File: config.mk
export PLATFORM = sky130hd
export DESIGN_NAME = unique_key_value_table
export DESIGN_NICKNAME = d
export VERILOG_FILES = /design/src/rtl/core/ukvt_pkg.sv /design/src/rtl/core/unique_key_value_table.sv /design/src/rtl/core/ukvt_cell.sv
export SDC_FILE = /design/constraint.sdc
export NUM_CORES = 2
export LEC_CHECK = 0
export BUFFER_PORTS_ARGS = -buffer_cell sky130_fd_sc_hd__buf_2
export CAP_MARGIN = 0
export CORE_ASPECT_RATIO = 0.6
export CORE_MARGIN = 2
export CORE_UTILIZATION = 25
export CTS_BUF_LIST = sky130_fd_sc_hd__clkbuf_4 sky130_fd_sc_hd__clkbuf_8
export CTS_CLUSTER_SIZE = 12
export DETAILED_ROUTE_END_ITERATION = 12
export GPL_TIMING_DRIVEN = 1
export PLACE_DENSITY = 0.47
export SLEW_MARGIN = 5
export SYNTH_ARGS = -nofsm -noshare
export SYNTH_HDL_FRONTEND = slang
export SYNTH_SLANG_ARGS = --single-unit
export TNS_END_PERCENT = 100
File: constraint.sdc
create_clock -name clk -period 11.1 [get_ports clk]
set_input_delay 1.11 -clock clk [delete_from_list [all_inputs] [get_ports clk]]
set_output_delay 1.11 -clock clk [all_outputs]
set_load 0.1 [all_outputs]
File: src/rtl/core/ukvt_pkg.sv
`timescale 1ns / 1ps

package ukvt_pkg;

  localparam int DefDepth      = 16;
  localparam int DefKeyWidth   = 32;
  localparam int DefValueWidth = 32;

  typedef enum logic [1:0] {
    KIND_INSERT = 2'd0,
    KIND_LOOKUP = 2'd1,
    KIND_REMOVE = 2'd2,
    KIND_LIST   = 2'd3
  } kind_t;

  typedef enum logic [2:0] {
    ST_ADDED   = 3'd0,
    ST_DUP     = 3'd1,
    ST_FOUND   = 3'd2,
    ST_MISSING = 3'd3,
    ST_REMOVED = 3'd4,
    ST_LISTED  = 3'd5,
    ST_EMPTY   = 3'd6,
    ST_FULL    = 3'd7
  } status_t;

  typedef enum logic [1:0] {
    CELL_HOLD   = 2'd0,
    CELL_INSERT = 2'd1,
    CELL_REMOVE = 2'd2,
    CELL_ROTATE = 2'd3
  } cell_op_t;

  typedef enum logic {
    FSM_IDLE = 1'b0,
    FSM_LIST = 1'b1
  } fsm_t;

endpackage

File: src/rtl/core/unique_key_value_table.sv
// Insert, lookup and remove each return one result through the output register; the
// next item is taken in the following cycle if the output register is free.
// A list of N entries starts when accepted and then gives N results, as the cell
// row rotates one entry into the output register each cycle that register is free.
// Synchronous reset empties the table; entry contents are not cleared.
`timescale 1ns / 1ps

module unique_key_value_table #(
  parameter int DEPTH       = ukvt_pkg::DefDepth,
  parameter int KEY_WIDTH   = ukvt_pkg::DefKeyWidth,
  parameter int VALUE_WIDTH = ukvt_pkg::DefValueWidth
) (
  input  logic                   clk,
  input  logic                   rst,
  input  logic                   in_valid,
  output logic                   in_stall,
  input  logic [1:0]             kind,
  input  logic [KEY_WIDTH-1:0]   key,
  input  logic [VALUE_WIDTH-1:0] value,
  output logic                   out_valid,
  input  logic                   out_stall,
  output ukvt_pkg::status_t      status,
  output logic [KEY_WIDTH-1:0]   out_key,
  output logic [VALUE_WIDTH-1:0] out_value,
  output logic                   last
);
  import ukvt_pkg::*;

  localparam int CNT_W = $clog2(DEPTH + 1);
  localparam logic [CNT_W-1:0] Full = CNT_W'(DEPTH);

  fsm_t             state;
  fsm_t             state_next;
  logic [CNT_W-1:0] count;
  logic [CNT_W-1:0] count_next;
  logic [CNT_W-1:0] remain;
  logic [CNT_W-1:0] remain_next;

  logic    out_free;
  logic    accept;
  kind_t   kind_in;
  logic    emit;
  status_t emit_status;
  logic    emit_use_found;
  logic    emit_use_head;
  logic    emit_last;
  cell_op_t cell_op;

  logic [KEY_WIDTH-1:0]   cell_key   [DEPTH];
  logic [VALUE_WIDTH-1:0] cell_value [DEPTH];
  logic [KEY_WIDTH-1:0]   nkey       [DEPTH];
  logic [VALUE_WIDTH-1:0] nvalue     [DEPTH];
  logic                   hit        [DEPTH+1];
  logic [KEY_WIDTH-1:0]   fkey       [DEPTH+1];
  logic [VALUE_WIDTH-1:0] fvalue     [DEPTH+1];
  logic                   any_hit;

  assign hit[0]    = 1'b0;
  assign fkey[0]   = '0;
  assign fvalue[0] = '0;
  assign any_hit   = hit[DEPTH];

  for (genvar i = 0; i < DEPTH; i++) begin : g_cell
    if (i == DEPTH - 1) begin : g_tail
      assign nkey[i]   = '0;
      assign nvalue[i] = '0;
    end else begin : g_mid
      assign nkey[i]   = cell_key[i+1];
      assign nvalue[i] = cell_value[i+1];
    end

    ukvt_cell #(
      .IDX         (i),
      .CNT_W       (CNT_W),
      .KEY_WIDTH   (KEY_WIDTH),
      .VALUE_WIDTH (VALUE_WIDTH)
    ) u_cell (
      .clk             (clk),
      .op              (cell_op),
      .count           (count),
      .in_key          (key),
      .in_value        (value),
      .wrap_key        (cell_key[0]),
      .wrap_value      (cell_value[0]),
      .next_key        (nkey[i]),
      .next_value      (nvalue[i]),
      .hit_in          (hit[i]),
      .found_key_in    (fkey[i]),
      .found_value_in  (fvalue[i]),
      .key_q           (cell_key[i]),
      .value_q         (cell_value[i]),
      .hit_out         (hit[i+1]),
      .found_key_out   (fkey[i+1]),
      .found_value_out (fvalue[i+1])
    );
  end

  assign out_free = ~out_valid | ~out_stall;
  assign in_stall = (state != FSM_IDLE) | ~out_free;
  assign accept   = in_valid & ~in_stall;
  assign kind_in  = kind_t'(kind);

  always_comb begin
    state_next = state;
    unique case (state)
      FSM_IDLE: begin
        if (accept && kind_in == KIND_LIST && count != '0) begin
          state_next = FSM_LIST;
        end
      end
      FSM_LIST: begin
        if (out_free && remain == CNT_W'(1)) begin
          state_next = FSM_IDLE;
        end
      end
      default: state_next = FSM_IDLE;
    endcase
  end

  always_comb begin
    emit           = 1'b0;
    emit_status    = ST_ADDED;
    emit_use_found = 1'b0;
    emit_use_head  = 1'b0;
    emit_last      = 1'b1;
    cell_op        = CELL_HOLD;
    count_next     = count;
    remain_next    = remain;
    unique case (state)
      FSM_IDLE: begin
        if (accept) begin
          emit = 1'b1;
          unique case (kind_in)
            KIND_INSERT: begin
              if (any_hit) begin
                emit_status = ST_DUP;
              end else if (count == Full) begin
                emit_status = ST_FULL;
              end else begin
                emit_status = ST_ADDED;
                cell_op     = CELL_INSERT;
                count_next  = count + CNT_W'(1);
              end
            end
            KIND_LOOKUP: begin
              emit_status    = any_hit ? ST_FOUND : ST_MISSING;
              emit_use_found = any_hit;
            end
            KIND_REMOVE: begin
              if (any_hit) begin
                emit_status = ST_REMOVED;
                cell_op     = CELL_REMOVE;
                count_next  = count - CNT_W'(1);
              end else begin
                emit_status = ST_MISSING;
              end
            end
            KIND_LIST: begin
              if (count == '0) begin
                emit_status = ST_EMPTY;
              end else begin
                emit        = 1'b0;
                remain_next = count;
              end
            end
            default: begin
            end
          endcase
        end
      end
      FSM_LIST: begin
        if (out_free) begin
          emit          = 1'b1;
          emit_status   = ST_LISTED;
          emit_use_head = 1'b1;
          emit_last     = (remain == CNT_W'(1));
          cell_op       = CELL_ROTATE;
          remain_next   = remain - CNT_W'(1);
        end
      end
      default: begin
      end
    endcase
  end

  always_ff @(posedge clk) begin
    if (rst) begin
      state     <= FSM_IDLE;
      count     <= '0;
      remain    <= '0;
      out_valid <= 1'b0;
    end else begin
      state  <= state_next;
      count  <= count_next;
      remain <= remain_next;
      if (out_free) begin
        out_valid <= emit;
      end
    end
  end

  always_ff @(posedge clk) begin
    if (emit) begin
      status <= emit_status;
      last   <= emit_last;
      if (emit_use_head) begin
        out_key   <= cell_key[0];
        out_value <= cell_value[0];
      end else if (emit_use_found) begin
        out_key   <= fkey[DEPTH];
        out_value <= fvalue[DEPTH];
      end else begin
        out_key   <= '0;
        out_value <= '0;
      end
    end
  end

  a_count_bound: assert property (@(posedge clk) disable iff (rst)
    count <= Full)
    else $error("entry count exceeds table depth");

  a_no_accept_in_list: assert property (@(posedge clk) disable iff (rst)
    state == FSM_LIST |-> !accept)
    else $error("input transfer taken during a list");

  a_list_ends: assert property (@(posedge clk) disable iff (rst)
    (state == FSM_LIST && out_free && remain == CNT_W'(1)) |=>
      (state == FSM_IDLE && out_valid && last))
    else $error("list did not end with a last result");

  a_add_grows: assert property (@(posedge clk) disable iff (rst)
    (emit && emit_status == ST_ADDED) |=> count == $past(count) + CNT_W'(1))
    else $error("insert did not grow the table");

  a_remove_shrinks: assert property (@(posedge clk) disable iff (rst)
    (emit && emit_status == ST_REMOVED) |=> count == $past(count) - CNT_W'(1))
    else $error("remove did not shrink the table");

endmodule

File: src/rtl/core/ukvt_cell.sv
`timescale 1ns / 1ps

module ukvt_cell #(
  parameter int IDX         = 0,
  parameter int CNT_W       = 5,
  parameter int KEY_WIDTH   = 32,
  parameter int VALUE_WIDTH = 32
) (
  input  logic                   clk,
  input  ukvt_pkg::cell_op_t     op,
  input  logic [CNT_W-1:0]       count,
  input  logic [KEY_WIDTH-1:0]   in_key,
  input  logic [VALUE_WIDTH-1:0] in_value,
  input  logic [KEY_WIDTH-1:0]   wrap_key,
  input  logic [VALUE_WIDTH-1:0] wrap_value,
  input  logic [KEY_WIDTH-1:0]   next_key,
  input  logic [VALUE_WIDTH-1:0] next_value,
  input  logic                   hit_in,
  input  logic [KEY_WIDTH-1:0]   found_key_in,
  input  logic [VALUE_WIDTH-1:0] found_value_in,
  output logic [KEY_WIDTH-1:0]   key_q,
  output logic [VALUE_WIDTH-1:0] value_q,
  output logic                   hit_out,
  output logic [KEY_WIDTH-1:0]   found_key_out,
  output logic [VALUE_WIDTH-1:0] found_value_out
);
  import ukvt_pkg::*;

  localparam logic [CNT_W-1:0] MyIdx = CNT_W'(IDX);

  logic                   occupied;
  logic                   match;
  logic                   first;
  logic [KEY_WIDTH-1:0]   key_next;
  logic [VALUE_WIDTH-1:0] value_next;

  always_comb begin
    occupied        = (MyIdx < count);
    match           = occupied && (key_q == in_key);
    hit_out         = hit_in | match;
    first           = match & ~hit_in;
    found_key_out   = found_key_in | ({KEY_WIDTH{first}} & key_q);
    found_value_out = found_value_in | ({VALUE_WIDTH{first}} & value_q);
  end

  // A removal pulls every entry from the first match onward down by one.
  always_comb begin
    key_next   = key_q;
    value_next = value_q;
    unique case (op)
      CELL_HOLD: begin
      end
      CELL_INSERT: begin
        if (MyIdx == count) begin
          key_next   = in_key;
          value_next = in_value;
        end
      end
      CELL_REMOVE: begin
        if (hit_out) begin
          key_next   = next_key;
          value_next = next_value;
        end
      end
      CELL_ROTATE: begin
        if (MyIdx == count - CNT_W'(1)) begin
          key_next   = wrap_key;
          value_next = wrap_value;
        end else begin
          key_next   = next_key;
          value_next = next_value;
        end
      end
      default: begin
      end
    endcase
  end

  always_ff @(posedge clk) begin
    key_q   <= key_next;
    value_q <= value_next;
  end

endmodule

After elaboration in Yosys (flattened, before gate mapping)
Index checks and enable logic that the tools add are counted.
{"block": "totals", "regBits": 1104, "in_bits": 70, "out_inout_bits": 70, "wordCells": 480}
{"block": "classes", "n_addsub": 3, "magnitude_cmp": 16, "eq_ne": 94, "muxes": 168, "bitwise_logic": 115, "reduce_logical": 44}
{"operator": "$mux W32", "count": 99}
{"operator": "$pmux W32 S3", "count": 32}
{"operator": "$and A32 B32 Y32", "count": 32}
{"operator": "$or A32 B32 Y32", "count": 30}
{"operator": "$eq A32 B32 Y1", "count": 16}
{"operator": "$eq A4 B5 Y1 const A", "count": 16}
{"operator": "$ne A2 B1 Y1 const B", "count": 31}
{"operator": "$reduce_and A3 Y1", "count": 15}
{"operator": "$eq A3 B5 Y1 const A", "count": 8}
{"operator": "$lt A4 B5 Y1 const A", "count": 8}
{"operator": "$mux W5", "count": 7}
{"operator": "$eq A2 B5 Y1 const A", "count": 4}
{"operator": "$lt A3 B5 Y1 const A", "count": 4}
{"operator": "$not A1 Y1", "count": 20}
{"operator": "$pmux W5 S2", "count": 2}
{"operator": "$logic_and A1 B1 Y1", "count": 19}
{"operator": "$mux W3", "count": 6}
{"operator": "$ne A2 B2 Y1 const B", "count": 9}
{"operator": "$or A1 B1 Y1", "count": 17}
{"operator": "$and A1 B1 Y1", "count": 16}
{"operator": "$mux W1", "count": 13}
{"operator": "$pmux W3 S4", "count": 1}
{"operator": "$eq A1 B5 Y1 const A", "count": 2}
{"operator": "$logic_not A5 Y1", "count": 2}
{"operator": "other kinds (19)", "count": 31}

Longest topological paths before layout
{"block": "logic_depth", "ltp_word": 24, "mapped_depth": 15, "mapped_depth_nobuf": 10}

Hierarchy
A second synthesis with hierarchy kept.
{"block": "hier_totals", "cells_unflattened": 6938, "hier_area_um2": 72940.0}
{"mod": "ukvt_cell at g_cell[15].u_cell", "n_inst": 1, "cells_each": 479, "area_per_inst_um2": 4744.6, "seq_area_each_um2": 1921.8}
{"mod": "ukvt_cell at g_cell[9].u_cell", "n_inst": 1, "cells_each": 464, "area_per_inst_um2": 4733.3, "seq_area_each_um2": 1921.8}
{"mod": "ukvt_cell at g_cell[12].u_cell", "n_inst": 1, "cells_each": 465, "area_per_inst_um2": 4708.3, "seq_area_each_um2": 1921.8}
{"mod": "ukvt_cell at g_cell[7].u_cell", "n_inst": 1, "cells_each": 415, "area_per_inst_um2": 4372.9, "seq_area_each_um2": 1921.8}
{"mod": "ukvt_cell at g_cell[11].u_cell", "n_inst": 1, "cells_each": 415, "area_per_inst_um2": 4262.8, "seq_area_each_um2": 1921.8}
{"mod": "ukvt_cell at g_cell[3].u_cell", "n_inst": 1, "cells_each": 413, "area_per_inst_um2": 4261.6, "seq_area_each_um2": 1921.8}
{"mod": "ukvt_cell at g_cell[14].u_cell", "n_inst": 1, "cells_each": 408, "area_per_inst_um2": 4256.6, "seq_area_each_um2": 1921.8}
{"mod": "ukvt_cell at g_cell[0].u_cell", "n_inst": 1, "cells_each": 406, "area_per_inst_um2": 4236.6, "seq_area_each_um2": 1921.8}
{"mod": "ukvt_cell at g_cell[1].u_cell", "n_inst": 1, "cells_each": 405, "area_per_inst_um2": 4232.8, "seq_area_each_um2": 1921.8}
{"mod": "ukvt_cell at g_cell[13].u_cell", "n_inst": 1, "cells_each": 400, "area_per_inst_um2": 4231.6, "seq_area_each_um2": 1921.8}
{"mod": "ukvt_cell at g_cell[10].u_cell", "n_inst": 1, "cells_each": 403, "area_per_inst_um2": 4222.8, "seq_area_each_um2": 1921.8}
{"mod": "ukvt_cell at g_cell[6].u_cell", "n_inst": 1, "cells_each": 402, "area_per_inst_um2": 4215.3, "seq_area_each_um2": 1921.8}
{"mod": "ukvt_cell at g_cell[5].u_cell", "n_inst": 1, "cells_each": 403, "area_per_inst_um2": 4211.5, "seq_area_each_um2": 1921.8}
{"mod": "ukvt_cell at g_cell[2].u_cell", "n_inst": 1, "cells_each": 400, "area_per_inst_um2": 4209.0, "seq_area_each_um2": 1921.8}
{"mod": "3 more rows"}

Least setup slack after synthesis
OpenSTA, ideal clock, no wires.
{"block": "synth_timing", "path_type": "input port to flip-flop", "startpoint": "in key[27]", "endpoint": "reg g_cell[2].u_cell.key_q[0] (enable)", "setup_ns": 0.574, "arrival_time_ns": 8.237, "required_ns": 10.526, "path_slack_ns": 2.288, "cell_stages": 13, "n_path_buf": 5, "cell_sequence": "buf_2 xnor2_1 nand4_1 or4_1 or4_4 nand4_2 nor4_2 or3_1 buf_6 buf_6 buf_6 buf_2 o21ai_0"}
{"block": "synth_between", "elab_chain_len": 24, "elab_cells_between_ends": 59, "cone_classes": "eq/ne (21); mux (5); bitwise (15); reduce/logical (18)"}
{"element": "start, declared", "line_no": "unique_key_value_table.sv:18", "text": "input logic [KEY_WIDTH-1:0] key,"}
{"element": "$eq A32 B32 Y1", "line_no": "ukvt_cell.sv:39", "text": "match = occupied && (key_q == in_key);"}
{"element": "$logic_and A1 B1 Y1", "line_no": "ukvt_cell.sv:39"}
{"element": "$or A1 B1 Y1 (15 in series)", "line_no": "ukvt_cell.sv:40", "text": "hit_out = hit_in | match;"}
{"element": "$mux W1 or $mux W2 (tied branches)", "line_no": "unique_key_value_table.sv:135, unique_key_value_table.sv:150"}
{"element": "$pmux W2 S2", "line_no": "unique_key_value_table.sv:133", "text": "unique case (kind_in)"}
{"element": "$mux W2", "line_no": "unique_key_value_table.sv:131", "text": "if (accept) begin"}
{"element": "$pmux W2 S2", "line_no": "unique_key_value_table.sv:129", "text": "unique case (state)"}
{"element": "$eq A2 B2 Y1 or $eq A2 B1 Y1 (tied branches)", "line_no": "ukvt_cell.sv:50", "text": "unique case (op)"}
{"element": "$ne A2 B1 Y1 (no line) or $reduce_bool A3 Y1 (tied branches)"}
{"element": "$reduce_and A3 Y1 (no line) (*)"}
{"element": "end signal, assigned", "line_no": "ukvt_cell.sv:80", "text": "key_q <= key_next;"}
{"element": "end, declared", "line_no": "ukvt_cell.sv:21", "text": "output logic [KEY_WIDTH-1:0] key_q,"}
Mark *: on every way between the ends. The rest lies on a longest branch, timed or not.
A chain may end at the register's enable or synchronous reset.

Worst setup path in the final report
{"block": "layout_timing", "startpoint": "reg g_cell[3].u_cell.key_q[4]", "endpoint": "reg g_cell[12].u_cell.value_q[24] (enable)"}
{"block": "layout_between", "elab_chain_len": 22, "elab_cells_between_ends": 27, "cone_classes": "eq/ne (6); mux (5); bitwise (13); reduce/logical (3)"}
{"element": "start, declared", "line_no": "ukvt_cell.sv:21"}
{"element": "start signal, assigned", "line_no": "ukvt_cell.sv:80"}
{"element": "$eq A32 B32 Y1 (*)", "line_no": "ukvt_cell.sv:39"}
{"element": "$logic_and A1 B1 Y1 (*)", "line_no": "ukvt_cell.sv:39"}
{"element": "$or A1 B1 Y1 (*) (10 in series)", "line_no": "ukvt_cell.sv:40"}
{"element": "$or A1 B1 Y1 (3 in series)", "line_no": "ukvt_cell.sv:40"}
{"element": "$mux W1 or $mux W2 (tied branches)", "line_no": "unique_key_value_table.sv:135, unique_key_value_table.sv:150"}
{"element": "$pmux W2 S2", "line_no": "unique_key_value_table.sv:133"}
{"element": "$mux W2", "line_no": "unique_key_value_table.sv:131"}
{"element": "$pmux W2 S2", "line_no": "unique_key_value_table.sv:129"}
{"element": "$eq A2 B2 Y1 or $eq A2 B1 Y1 (tied branches)", "line_no": "ukvt_cell.sv:50"}
{"element": "$ne A2 B1 Y1 (no line) or $reduce_bool A3 Y1 (tied branches)"}
{"element": "$reduce_and A3 Y1 (no line) (*)"}
{"element": "end signal, assigned", "line_no": "ukvt_cell.sv:81", "text": "value_q <= value_next;"}
{"element": "end, declared", "line_no": "ukvt_cell.sv:22", "text": "output logic [VALUE_WIDTH-1:0] value_q,"}
Marked as above.

==> impl_metrics.tcl <==
set metrics [dict create \
    worst_pin_slew_ps 1660 \
    initial_core_util 0.252 \
    powerDensity_nw_per_um2 143 \
    post_cts_buffers 0 \
    r2r_slack_ps 3610 \
    dieArea_um2 259000 \
    ys_ff_latch 1104 \
    cp.required_ps 11680 \
    firstDrtPassIters 9 \
    cts_num_sinks 1104 \
    cts_buffers 194 \
    timing.rr.end "g_cell[12].u_cell.value_q[24]" \
    fmax_ghz 0.134 \
    max_cap_violations 5 \
    cts_hold_buf 0 \
    cts_root_buf "clkbuf_8" \
    reg2reg_depth 13 \
    vias 58377 \
    ios 140 \
    synthDistinctLibCells 74 \
    p_int_uw 7050 \
    cts_tree "done" \
    yosys-top-cells-area "edfxtp_1 51%, a221o_1 15%, xor2_1 4.2%, xnor2_1 2.9%, buf_6 2.5%" \
    timing.slew.headroom -0.113 \
    finalClockSkew_ps 90.9 \
    grt_pass1_vias 50852 \
    postSynthAreaPerCell_um2 11.8 \
    yosys_most_used_dff "edfxtp_1" \
    p_comb_frac 0.125 \
    fin_nets 5282 \
    setup_viol 0 \
    ys_seq_area_frac 0.519 \
    placed_area_um2 66800 \
    swShare 0.303 \
    wirelength_um 423000 \
    async_reset_ff_frac 0 \
    hp-class "reg2reg" \
    antenna_found_initial 50 \
    arrival_ps 8070 \
    drt-vias-per-instance 6.66 \
    num-fill-cells 26142 \
    irDropWorstVdd_v 0.0000925 \
    p_sw_uw 3070 \
    wire_per_inst_um 48.3 \
    violations "capacitance limit, slew limit" \
    yosys.area.top_type "edfxtp_1" \
    ant_nets 0 \
    post_cts.resized_instances 0 \
    hold_viol_final 0 \
    die_h_um 395 \
    crit_type "reg2reg" \
    cts_htree_levels 4 \
    grt_pass1_wl_um 544000 \
    hold_path_depth 2 \
    drc 0 \
    fin_crit_sh 0.675 \
    ys_warn_count 0 \
    final_cell_area_um2 70600 \
    io_buffers 139 \
    place_congestion 1.13 \
    area_growth_pct 10.9 \
    layout-drive-gt1-share 0.139 \
    syn-cell-area_um2 63700 \
    grt_overflow 0 \
    yosysTopAreaCellShare 0.515 \
    synth_cells 5405 \
    num_rows 143 \
    grt_max_degree 65 \
    track_usage 0.313 \
    clockPowerShare 0.400 \
    end_kind "flop" \
    seq_power_share 0.475 \
    min_to "remain[1]" \
    clock_path_buffers 4 \
    dpl.hpwl_um 297000 \
    crit_fanout 55 \
    clock_latency_ps 1020 \
    r2r-start "g_cell[3].u_cell.key_q[4]" \
    slew_viol_final 12 \
    coreArea_um2 253000 \
    synth_edf_count 1092 \
    rsz0062_at_grt "false" \
    worstHoldStart "remain[1]" \
    startpoint_type "flop" \
    drtIter0Drc 12189 \
    leakagePower_uw 0.0228 \
    min_period_ps 7490 \
    fin_tns_setup_ps 0 \
    clk_pin_slew_ps 70 \
    outcome "complete, but fails checks" \
    synth_nets 5483 \
    die_w_um 656 \
]
==> state kept, by name, summed over array words and instances (netlist names) <==
name                   flops
status                     3
out_key                   32
state                      1
g_cell.u_cell.value_q    512
out_valid                  1
count                      5
remain                     5
last                       1
g_cell.u_cell.key_q      512
out_value                 32
==> kinds of logic after synthesis <==
family / Yosys count / share of synthesized area
AO/OA/AOI/OAI: 1827 / 0.242
XOR/XNOR: 516 / 0.0711
adder cells (fa/ha/maj): 8 / 0.00157
buffers and inverters: 770 / 0.0666
flip-flops: 1104 / 0.519
multiplexers: 5 / 0.000825
AND/OR/NAND/NOR: 1175 / 0.0990
==> worst max-delay path, cell delays in order (launching register included) <==
cell	delay, ps
edfxtp_1	540
xnor2_1	1240
nand4_1	350
nor4_1	480
nand4b_1	390
o2111ai_1	770
nor4b_2	160
buf_4	240
o31ai_4	190
buf_4	770
a21oi_1	170
o22ai_4	200
buf_4	790
buf_4	680
==> synthesized netlist by cell type (all sizes together), types with 40 or more instances <==
cell and instances:
nand4 150, nand3 146, nor3 40, and3 135, a22oi 102, a221o 927, a21oi 154, nand2 346
clkbuf 371, nor2 114, buf 359, xor2 304, o21ai 191, xnor2 212, a221oi 95, edfxtp 1092
nor4 131, a21o 133
==> area by class of cell <==
type                       count  area [um^2]  share of cell area
sequential                  1104        33000               0.468
inverter                      40          150             0.00213
clock inverter                83          614             0.00870
clock buffer                 251         3130              0.0443
multi-input combinational   3531        27200               0.385
timing repair buffer         333         2200              0.0312
tap                         3407         4260              0.0604
antenna                       22         55.1            0.000779
==> worst max path at each step <==
stage | to | depth (start not counted) | from
after floorplan | g_cell[2].u_cell.key_q[0] | 13 | key[27]
after global placement | g_cell[12].u_cell.key_q[18] | 14 | key[22]
after detailed placement | g_cell[1].u_cell.key_q[20] | 12 | key[5]
after CTS | g_cell[1].u_cell.key_q[20] | 11 | count[3]
after global routing | g_cell[1].u_cell.key_q[20] | 11 | count[3]
final | g_cell[12].u_cell.value_q[24] | 13 | g_cell[3].u_cell.key_q[4]
==> metrics by stage <==
step,power [uW],setup WS (ps),instances,utilization,hold slack [ps]
after global placement,6090,3100,8413,0.264,458
final,10100,3610,8771,0.279,481
after CTS,10100,4040,8749,0.279,430
after floorplan,5590,2290,5405,-,445
after global routing,10300,3800,8752,0.279,489
after detailed placement,6090,3140,8415,0.264,478
==> metal layers <==
| metal | track usage | vias to the layer above | share of wire |
|---|---|---|---|
| li1 | - | 21700 | - |
| met1 | 0.495 | 30591 | 0.46 |
| met2 | 0.372 | 5558 | 0.35 |
| met3 | 0.147 | 514 | 0.17 |
| met4 | 0.0524 | 14 | 0.019 |
| met5 | 0 | - | 0.00088 |
==> power by group through the flow <==
stage / Clock (uW) / Sequential, uW / Combinational, uW
after floorplan: 0 / 4950 / 642
after global placement: 0 / 4890 / 1190
after detailed placement: 0 / 4890 / 1190
after CTS: 4060 / 4810 / 1200
after global routing: 4210 / 4810 / 1270
final: 4050 / 4810 / 1270
==> placed cells by master, fill, tap and decap left out, drive strengths merged, types with 22 or more instances in the layout <==
cell	instances
and3	135
buf	333
nand3	146
a21boi	33
nor2	114
o32ai	32
xor2	304
o21ai	191
a21o	133
inv	40
nand2	346
a221o	927
clkbuf	251
diode	22
o22ai	36
xnor2	212
nand4	150
a211oi	35
a221oi	95
a21oi	154
a222oi	32
and4b	33
edfxtp	1092
clkinv	69
o2bb2ai	31
nor4	131
nor3	40
a22oi	102
(Power assumes the default switching activity.)
